## src/h264ps_pkg.sv

```systemverilog
// ----------------------------------------------------------------------------
// h264ps_pkg
// Shared types and constants for the Annex B parameter-set locator
// ----------------------------------------------------------------------------
package h264ps_pkg;

    localparam int OFFSET_BITS_DEF = 24;
    localparam int RES_BITS        = 24;

    localparam logic [31:0] START_CODE = 32'h0000_0001;
    localparam logic [4:0]  NAL_MASK   = 5'h1F;
    localparam logic [4:0]  NAL_SEI    = 5'h06;
    localparam logic [4:0]  NAL_IDR    = 5'h05;
    localparam logic [4:0]  NAL_PPS    = 5'h08;

    typedef enum logic [1:0]
    {
        KIND_SEI = 2'd1,
        KIND_IDR = 2'd2
    } kind_t;

    typedef struct packed
    {
        logic       last_byte;
        logic [7:0] data_byte;
    } item_t;

    typedef struct packed
    {
        logic [RES_BITS-1:0] pps_length;
        logic [RES_BITS-1:0] pps_start;
        logic [RES_BITS-1:0] sps_length;
        logic                pps_found;
        logic [RES_BITS-1:0] idr_payload_off;
    } result_t;

endpackage

```

## src/h264ps_in_stage.sv

```systemverilog
// ----------------------------------------------------------------------------
// h264ps_in_stage
// Input register holding one stream byte until the scanner takes it
// ----------------------------------------------------------------------------
module h264ps_in_stage
(
    input  logic              clk,
    input  logic              rst_n,
    input  logic              s_valid,
    output logic              s_ready,
    input  h264ps_pkg::item_t s_item,
    input  logic              take,
    output logic              item_vld,
    output h264ps_pkg::item_t item
);
    import h264ps_pkg::*;

    logic  vld_reg;
    logic  vld_next;
    item_t item_reg;

    assign s_ready  = !vld_reg || take;
    assign vld_next = (s_valid && s_ready) || (vld_reg && !take);

    always_ff @(posedge clk or negedge rst_n)
    begin
        if (!rst_n)
        begin
            vld_reg <= 1'b0;
        end
        else
        begin
            vld_reg <= vld_next;
        end
    end

    always_ff @(posedge clk)
    begin
        if (s_valid && s_ready)
        begin
            item_reg <= s_item;
        end
    end

    assign item_vld = vld_reg;
    assign item     = item_reg;

endmodule

```

## src/h264ps_scanner.sv

```systemverilog
// ----------------------------------------------------------------------------
// h264ps_scanner
// Start code search, SEI/IDR/PPS tracking and end-of-buffer result
// ----------------------------------------------------------------------------
module h264ps_scanner #(
    parameter int OFFSET_BITS = h264ps_pkg::OFFSET_BITS_DEF
)
(
    input  logic                clk,
    input  logic                rst_n,
    input  logic                item_vld,
    input  h264ps_pkg::item_t   item,
    input  logic                out_free,
    output logic                take,
    output logic                res_load,
    output h264ps_pkg::result_t res
);
    import h264ps_pkg::*;

    localparam logic [OFFSET_BITS-1:0] OFF_MAX  = {OFFSET_BITS{1'b1}};
    localparam logic [OFFSET_BITS-1:0] OFF_ZERO = {OFFSET_BITS{1'b0}};
    localparam logic [OFFSET_BITS-1:0] OFF_FOUR = OFFSET_BITS'(4);

    logic [31:0]            window_reg,     window_next;
    logic [OFFSET_BITS-1:0] count_reg,      count_next;
    logic                   pend_vld_reg,   pend_vld_next;
    kind_t                  pend_kind_reg,  pend_kind_next;
    logic [OFFSET_BITS-1:0] pend_pos_reg,   pend_pos_next;
    logic [OFFSET_BITS-1:0] conf_end_reg,   conf_end_next;
    logic [OFFSET_BITS-1:0] idr_off_reg,    idr_off_next;
    logic                   stopped_reg,    stopped_next;
    logic [OFFSET_BITS-1:0] pps_pos_reg,    pps_pos_next;
    logic                   pps_seen_reg,   pps_seen_next;

    logic [OFFSET_BITS-1:0] conf_end_cur;
    logic [OFFSET_BITS-1:0] idr_off_cur;
    logic                   stopped_cur;
    logic [OFFSET_BITS-1:0] pps_pos_cur;
    logic                   pps_seen_cur;
    logic                   detect;
    logic [4:0]             type_bits;
    logic [OFFSET_BITS-1:0] pos_now;

    logic [OFFSET_BITS:0]   p_ext;
    logic                   found;
    logic [OFFSET_BITS-1:0] sps_len;
    logic [OFFSET_BITS:0]   pps_st;
    logic [OFFSET_BITS-1:0] pps_len;
    logic [OFFSET_BITS+23:0] idr_wide;
    logic [OFFSET_BITS+23:0] sps_wide;
    logic [OFFSET_BITS+23:0] st_wide;
    logic [OFFSET_BITS+23:0] len_wide;

    assign take      = item_vld && (!item.last_byte || out_free);
    assign res_load  = take && item.last_byte;
    assign type_bits = item.data_byte[4:0] & NAL_MASK;
    assign pos_now   = count_reg - OFF_FOUR;

    // confirm the pending sei/idr, then look for a type byte
    always_comb
    begin
        conf_end_cur = conf_end_reg;
        idr_off_cur  = idr_off_reg;
        stopped_cur  = stopped_reg;
        if (pend_vld_reg && !stopped_reg)
        begin
            case (pend_kind_reg)
                KIND_SEI:
                begin
                    conf_end_cur = pend_pos_reg;
                end
                KIND_IDR:
                begin
                    if (conf_end_reg == OFF_ZERO)
                    begin
                        conf_end_cur = pend_pos_reg;
                    end
                    idr_off_cur = pend_pos_reg + OFF_FOUR;
                    stopped_cur = 1'b1;
                end
                default:
                begin
                end
            endcase
        end

        detect = !stopped_cur && (count_reg >= OFF_FOUR) && (count_reg != OFF_MAX)
                 && (window_reg == START_CODE);

        pend_vld_next  = 1'b0;
        pend_kind_next = KIND_SEI;
        pend_pos_next  = pos_now;
        pps_pos_cur    = pps_pos_reg;
        pps_seen_cur   = pps_seen_reg;
        if (detect)
        begin
            if (type_bits == NAL_SEI)
            begin
                pend_vld_next  = 1'b1;
                pend_kind_next = KIND_SEI;
            end
            else if (type_bits == NAL_IDR)
            begin
                pend_vld_next  = 1'b1;
                pend_kind_next = KIND_IDR;
            end
            else if (type_bits == NAL_PPS && !pps_seen_reg)
            begin
                pps_pos_cur  = pos_now;
                pps_seen_cur = 1'b1;
            end
        end
    end

    // end-of-buffer result
    always_comb
    begin
        p_ext    = {1'b0, pps_pos_cur};
        found    = pps_seen_cur && ((p_ext + (OFFSET_BITS+1)'(5)) < {1'b0, conf_end_cur});
        sps_len  = (pps_pos_cur >= OFF_FOUR) ? (pps_pos_cur - OFF_FOUR) : OFF_ZERO;
        pps_st   = p_ext + (OFFSET_BITS+1)'(4);
        pps_len  = conf_end_cur - pps_pos_cur - OFF_FOUR;
        idr_wide = {24'd0, idr_off_cur};
        sps_wide = {24'd0, sps_len};
        st_wide  = {23'd0, pps_st};
        len_wide = {24'd0, pps_len};

        res.idr_payload_off = idr_wide[RES_BITS-1:0];
        res.pps_found       = found;
        res.sps_length      = found ? sps_wide[RES_BITS-1:0] : '0;
        res.pps_start       = found ? st_wide[RES_BITS-1:0]  : '0;
        res.pps_length      = found ? len_wide[RES_BITS-1:0] : '0;
    end

    always_comb
    begin
        window_next   = {window_reg[23:0], item.data_byte};
        count_next    = (count_reg == OFF_MAX) ? count_reg : (count_reg + OFFSET_BITS'(1));
        conf_end_next = conf_end_cur;
        idr_off_next  = idr_off_cur;
        stopped_next  = stopped_cur;
        pps_pos_next  = pps_pos_cur;
        pps_seen_next = pps_seen_cur;
    end

    always_ff @(posedge clk or negedge rst_n)
    begin
        if (!rst_n)
        begin
            window_reg    <= '0;
            count_reg     <= '0;
            pend_vld_reg  <= 1'b0;
            pend_kind_reg <= KIND_SEI;
            pend_pos_reg  <= '0;
            conf_end_reg  <= '0;
            idr_off_reg   <= '0;
            stopped_reg   <= 1'b0;
            pps_pos_reg   <= '0;
            pps_seen_reg  <= 1'b0;
        end
        else if (take)
        begin
            if (item.last_byte)
            begin
                window_reg    <= '0;
                count_reg     <= '0;
                pend_vld_reg  <= 1'b0;
                pend_kind_reg <= KIND_SEI;
                pend_pos_reg  <= '0;
                conf_end_reg  <= '0;
                idr_off_reg   <= '0;
                stopped_reg   <= 1'b0;
                pps_pos_reg   <= '0;
                pps_seen_reg  <= 1'b0;
            end
            else
            begin
                window_reg    <= window_next;
                count_reg     <= count_next;
                pend_vld_reg  <= pend_vld_next;
                pend_kind_reg <= pend_kind_next;
                pend_pos_reg  <= pend_pos_next;
                conf_end_reg  <= conf_end_next;
                idr_off_reg   <= idr_off_next;
                stopped_reg   <= stopped_next;
                pps_pos_reg   <= pps_pos_next;
                pps_seen_reg  <= pps_seen_next;
            end
        end
    end

endmodule

```

## src/h264ps_out_stage.sv

```systemverilog
// ----------------------------------------------------------------------------
// h264ps_out_stage
// Result register towards the master-side stream
// ----------------------------------------------------------------------------
module h264ps_out_stage
(
    input  logic                clk,
    input  logic                rst_n,
    input  logic                res_load,
    input  h264ps_pkg::result_t res,
    output logic                out_free,
    output logic                m_valid,
    input  logic                m_ready,
    output logic [95:0]         m_data,
    output logic                m_user
);
    import h264ps_pkg::*;

    logic    vld_reg;
    result_t res_reg;

    assign out_free = !vld_reg || m_ready;

    always_ff @(posedge clk or negedge rst_n)
    begin
        if (!rst_n)
        begin
            vld_reg <= 1'b0;
        end
        else if (res_load)
        begin
            vld_reg <= 1'b1;
        end
        else if (m_ready)
        begin
            vld_reg <= 1'b0;
        end
    end

    always_ff @(posedge clk)
    begin
        if (res_load)
        begin
            res_reg <= res;
        end
    end

    assign m_valid = vld_reg;
    assign m_data  = {res_reg.pps_length, res_reg.pps_start,
                      res_reg.sps_length, res_reg.idr_payload_off};
    assign m_user  = res_reg.pps_found;

endmodule

```

## src/h264_annexb_param_set_locator.sv

```systemverilog
// Takes an H.264 Annex B stream one byte per request and, on the byte marked
// with tlast, returns one result with the IDR payload offset and the SPS/PPS
// layout of the configuration region; all tracking then restarts for the next
// buffer. One byte is accepted every cycle unless a last byte is waiting; the
// result is registered through the input register and then the result register. A last
// byte waits in the input register only while an earlier result is still held.
// ----------------------------------------------------------------------------
// h264_annexb_param_set_locator
// Top level: input register, scanner and result register
// ----------------------------------------------------------------------------
module h264_annexb_param_set_locator #(
    parameter int OFFSET_BITS = h264ps_pkg::OFFSET_BITS_DEF
)
(
    input  logic        clk,
    input  logic        rst_n,
    input  logic        s_axis_tvalid,
    output logic        s_axis_tready,
    input  logic [7:0]  s_axis_tdata,   // data_byte
    input  logic        s_axis_tlast,   // last_byte
    output logic        m_axis_tvalid,
    input  logic        m_axis_tready,
    output logic [95:0] m_axis_tdata,   // idr payload offset, sps_length, pps_start, pps_length
    output logic        m_axis_tuser    // pps_found
);
    import h264ps_pkg::*;

    item_t   s_item;
    item_t   item;
    logic    item_vld;
    logic    take;
    logic    res_load;
    logic    out_free;
    result_t res;

    assign s_item.data_byte = s_axis_tdata;
    assign s_item.last_byte = s_axis_tlast;

    h264ps_in_stage u_in_stage
    (
        .clk      (clk),
        .rst_n    (rst_n),
        .s_valid  (s_axis_tvalid),
        .s_ready  (s_axis_tready),
        .s_item   (s_item),
        .take     (take),
        .item_vld (item_vld),
        .item     (item)
    );

    h264ps_scanner #(
        .OFFSET_BITS (OFFSET_BITS)
    ) u_scanner
    (
        .clk      (clk),
        .rst_n    (rst_n),
        .item_vld (item_vld),
        .item     (item),
        .out_free (out_free),
        .take     (take),
        .res_load (res_load),
        .res      (res)
    );

    h264ps_out_stage u_out_stage
    (
        .clk      (clk),
        .rst_n    (rst_n),
        .res_load (res_load),
        .res      (res),
        .out_free (out_free),
        .m_valid  (m_axis_tvalid),
        .m_ready  (m_axis_tready),
        .m_data   (m_axis_tdata),
        .m_user   (m_axis_tuser)
    );

`ifndef SYNTHESIS
    a_result_from_last : assert property (@(posedge clk) disable iff (!rst_n)
        $rose(m_axis_tvalid) |-> $past(take && item.last_byte))
        else $error("result raised without a last byte");

    a_empty_ready : assert property (@(posedge clk) disable iff (!rst_n)
        !item_vld |-> s_axis_tready)
        else $error("input register empty but not ready");

    a_body_flows : assert property (@(posedge clk) disable iff (!rst_n)
        (item_vld && !item.last_byte) |-> (take && s_axis_tready))
        else $error("non-last byte stalled");
`endif

endmodule

```

## config.mk

```make
export PLATFORM = sky130hd
export DESIGN_NAME = h264_annexb_param_set_locator
export DESIGN_NICKNAME = d
export VERILOG_FILES = /design/src/h264ps_pkg.sv /design/src/h264ps_in_stage.sv /design/src/h264ps_scanner.sv /design/src/h264ps_out_stage.sv /design/src/h264_annexb_param_set_locator.sv
export SDC_FILE = /design/constraint.sdc
export NUM_CORES = 1
export LEC_CHECK = 0
export ABC_AREA = 1
export ABC_CLOCK_PERIOD_IN_PS = 5200
export BUFFER_PORTS_ARGS = -buffer_cell sky130_fd_sc_hd__buf_2
export CAP_MARGIN = 30
export CELL_PAD_IN_SITES_DETAIL_PLACEMENT = 1
export CELL_PAD_IN_SITES_GLOBAL_PLACEMENT = 2
export CORE_MARGIN = 5
export CORE_UTILIZATION = 38
export CTS_BUF_LIST = sky130_fd_sc_hd__clkbuf_4
export CTS_CLUSTER_DIAMETER = 150
export DETAILED_ROUTE_END_ITERATION = 8
export GPL_ROUTABILITY_DRIVEN = 0
export PLACE_DENSITY_LB_ADDON = 0.05
export SYNTH_ARGS = -nofsm -noshare
export SYNTH_HDL_FRONTEND = slang
export SYNTH_SLANG_ARGS = --single-unit
```

## constraint.sdc

```tcl
create_clock -name clk -period 5.2 [get_ports clk]
set_input_delay 0.78 -clock clk [delete_from_list [all_inputs] [get_ports clk]]
set_output_delay 0.78 -clock clk [all_outputs]
set_load 0.005 [all_outputs]
```

==> impl_metrics.toml <==
[run_status]
status = "completed"

[die]
io_pins = 112
core_area_um2 = 40800
num_rows = 74
die_w_um = 213
die_area_um2 = 45500
fp.dieH_um = 213
start_util_pct = 38.5

[logic_synthesis]
synth_area_um2 = 15700
netlist_top_cells_area = "dfrtp_1 (25%), edfxtp_1 (20%), nand2_1 (9.8%)"
yosysSeqAreaShare_pct = 45.6
syn_avg_cell_area_um2 = 8.12
synth_top_area_share_pct = 25.2
synth-seq-cells = 265
syn_inst = 1935
synth_warnings = 0
synthFlopType = "dfrtp_1"
synth_area_leader_cell = "dfrtp_1"
async_flop_share_pct = 60.0
synth_edf_count = 106
synth_cell_types = 49
synthesis.nets = 2031

[pwr]
leakagePower_nw = 9.09
powerDensity_nw_per_um2 = 285
ir_drop_uv = 143
finalPower_mw = 5.20

[placement]
portBuffers = 111
place_area_um2 = 17100
dp_slack_ns = -0.149
hpwl_um = 41000

[sta]
finalSetupTns_ns = 0
finalCriticalPeriod_ns = 4.87
fin_ws_ns = 0.330
finalSetupViolCount = 0
finalHoldViolCount = 0
maxSlewHeadroom_pct = 38.3
tightest_slew_ns = 0.925
clock.fmax_mhz = 205
finalCritPeriodShare_pct = 93.7
fin_skew_ns = 0.0726
finalHoldWorstSlack_ns = 0.131
drv_slew = 0

[layout]
drive_gt1_share_pct = 17.6
design_area_um2 = 18300
nets = 2224
largest_reg_flops = 96
syn2layout_area_growth_pct = 16.4

[worst_setup_path]
slowest_stage = "dfrtp_2"
slowest_delay_ns = 0.44
required_ns = 5.82
cp-start-kind = "flip-flop"
timing.rr.end = "u_out_stage.m_data[39]"
reg2reg_slack_ns = 0.33
r2r_start = "u_scanner.count_reg[2]"
ff2ff_path_depth = 29
end_kind = "flip-flop"
cp_max_fo = 20
crit_top_cell = "nand2_1"
crit_type = "flip-flop to flip-flop"
worstPathArrival_ns = 5.49

[min_path]
worstHoldPathCells = 1
hold_start = "s_axis_tdata[2]"
min_path_type = "input pin to flip-flop"
min_to = "u_in_stage.item[2]"

[global_routing]
grtUsageMet1_pct = 32.3
antenna_found_initial = 4
grt_max_degree = 81
use_met3_pct = 3.92
grt_pass1_wl_um = 84200
grt_use_total_pct = 24.1
grt_pass1_vias = 14700
grt_overflow = 0
use_met2_pct = 40.0
grt_busiest_layer = "met2"

[route]
drt_pre_antenna_iters = 5
drc = 0
via_per_inst = 5.21
drt_iter0_markers = 731
wire_per_inst_um = 20.2
routed_wirelength_um = 55000
vias = 14200
ant_nets = 0

[cts]
clock_sinks = 265
tritoncts = "yes"
cts_root_buf = "clkbuf_4"
insertion_delay_ns = 0.83
cts-htree-levels = 3
cts.path.max_buffers = 3
path_clk_slew_ns = 0.07
cts_inserted_buffers = 79

[job]
cap_violations = 0
## layout by cell type, fill, tap and decap left out, types with 24 or more instances in the layout
master    count
nand2_1     405
inv_1       282
nor2_1      216
dfrtp_1     156
o21ai_0     123
clkbuf_4    121
buf_2       110
edfxtp_1    106
ha_1         82
o22ai_1      80
nand3_1      74
a21oi_1      74
xor2_1       62
buf_4        56
nor3_1       24
## cell usage after synthesis (all sizes together) (5+ instances only)
master	number
inv	290
buf	21
xnor2	7
xor2	63
a31oi	5
nand2	433
ha	82
nand4	26
dfrtp	158
clkbuf	38
o22ai	80
nor2	247
a21oi	76
a22o	7
nor4	8
o21ai	133
nand3	77
nor3	25
edfxtp	106
a22oi	22
## final cells by class
cell class	instances	area [um2]
flip-flops and latches	265	7170
well taps	532	666
clock buffers	121	908
multi-input cells	1319	7280
clock inverters	22	123
inverters	293	1100
fillers	4992	22500
repair buffers	170	1030
diodes	2	5.00
## kinds of logic (layout without fill, tap and decap cells)
| logic type | after synthesis | in the layout | synth area share (%) |
|---|---|---|---|
| adders and majority gates | 83 | 83 | 6.66 |
| xor gates and xnor gates | 70 | 70 | 3.90 |
| AOI/OAI and AO/OA | 344 | 344 | 12.5 |
| and+or+nand+nor | 821 | 822 | 22.4 |
| DFF | 265 | 265 | 45.6 |
| other | 0 | 2 | 0 |
| buffers and inverters | 352 | 606 | 8.87 |
## critical path, delay by kind of cell (launching register included)
family / cells / cell delay [ns]
DFF: 1 / 0.44
xor gates and xnor gates: 1 / 0.24
and+or+nand+nor: 21 / 2.69
AOI/OAI and AO/OA: 3 / 0.40
buffers and inverters: 2 / 0.37
adders and majority gates: 2 / 0.52
## report_power, final
part	internal, mW	leakage (nW)	switching (mW)
combinational	0.227	5.30	0.519
clock	1.11	0.606	0.985
sequential	2.28	3.19	0.0850
## routing by layer
layer	routed length, um	share of wire [%]
met4	1270	2.3
met2	26500	48
met3	2130	3.9
met1	25100	46
met5	27	0.049
## metrics by stage
| step | cells | util, % |
|---|---|---|
| 2_1_floorplan | 1935 | - |
| 3_3_place_gp | 2573 | 41.8 |
| 3_5_place_dp | 2573 | 41.8 |
| 4_1_cts | 2717 | 44.4 |
| 5_1_grt | 2724 | 44.8 |
| 6_report | 2724 | 44.8 |
## how the worst max path moves through the flow
stage,start,cells past startpoint,endpoint,slack [ns]
finish,u_scanner.count_reg[2],29,u_out_stage.m_data[39],0.33
global route,u_scanner.count_reg[2],30,u_out_stage.m_data[71],-0.004
CTS,u_scanner.count_reg[2],28,u_out_stage.m_data[42],0.06
detailed placement,u_scanner.count_reg[2],30,u_out_stage.m_data[60],-0.15
global placement,u_scanner.count_reg[2],30,u_out_stage.m_data[60],0.05
floorplan,m_axis_tready,7,u_scanner.count_reg[5],0.71
## repair_timing
action | in CTS | in global routing
cloned | 0 | 1
hold buffers | 1 | 0
pin swaps | 0 | 3
resized for setup | 3 | 33
setup endpoints to repair | 73 | 73
hold endpoints to repair | 8 | 0
buffers inserted | 0 | 4
Power figures use the tool's default switching activity.
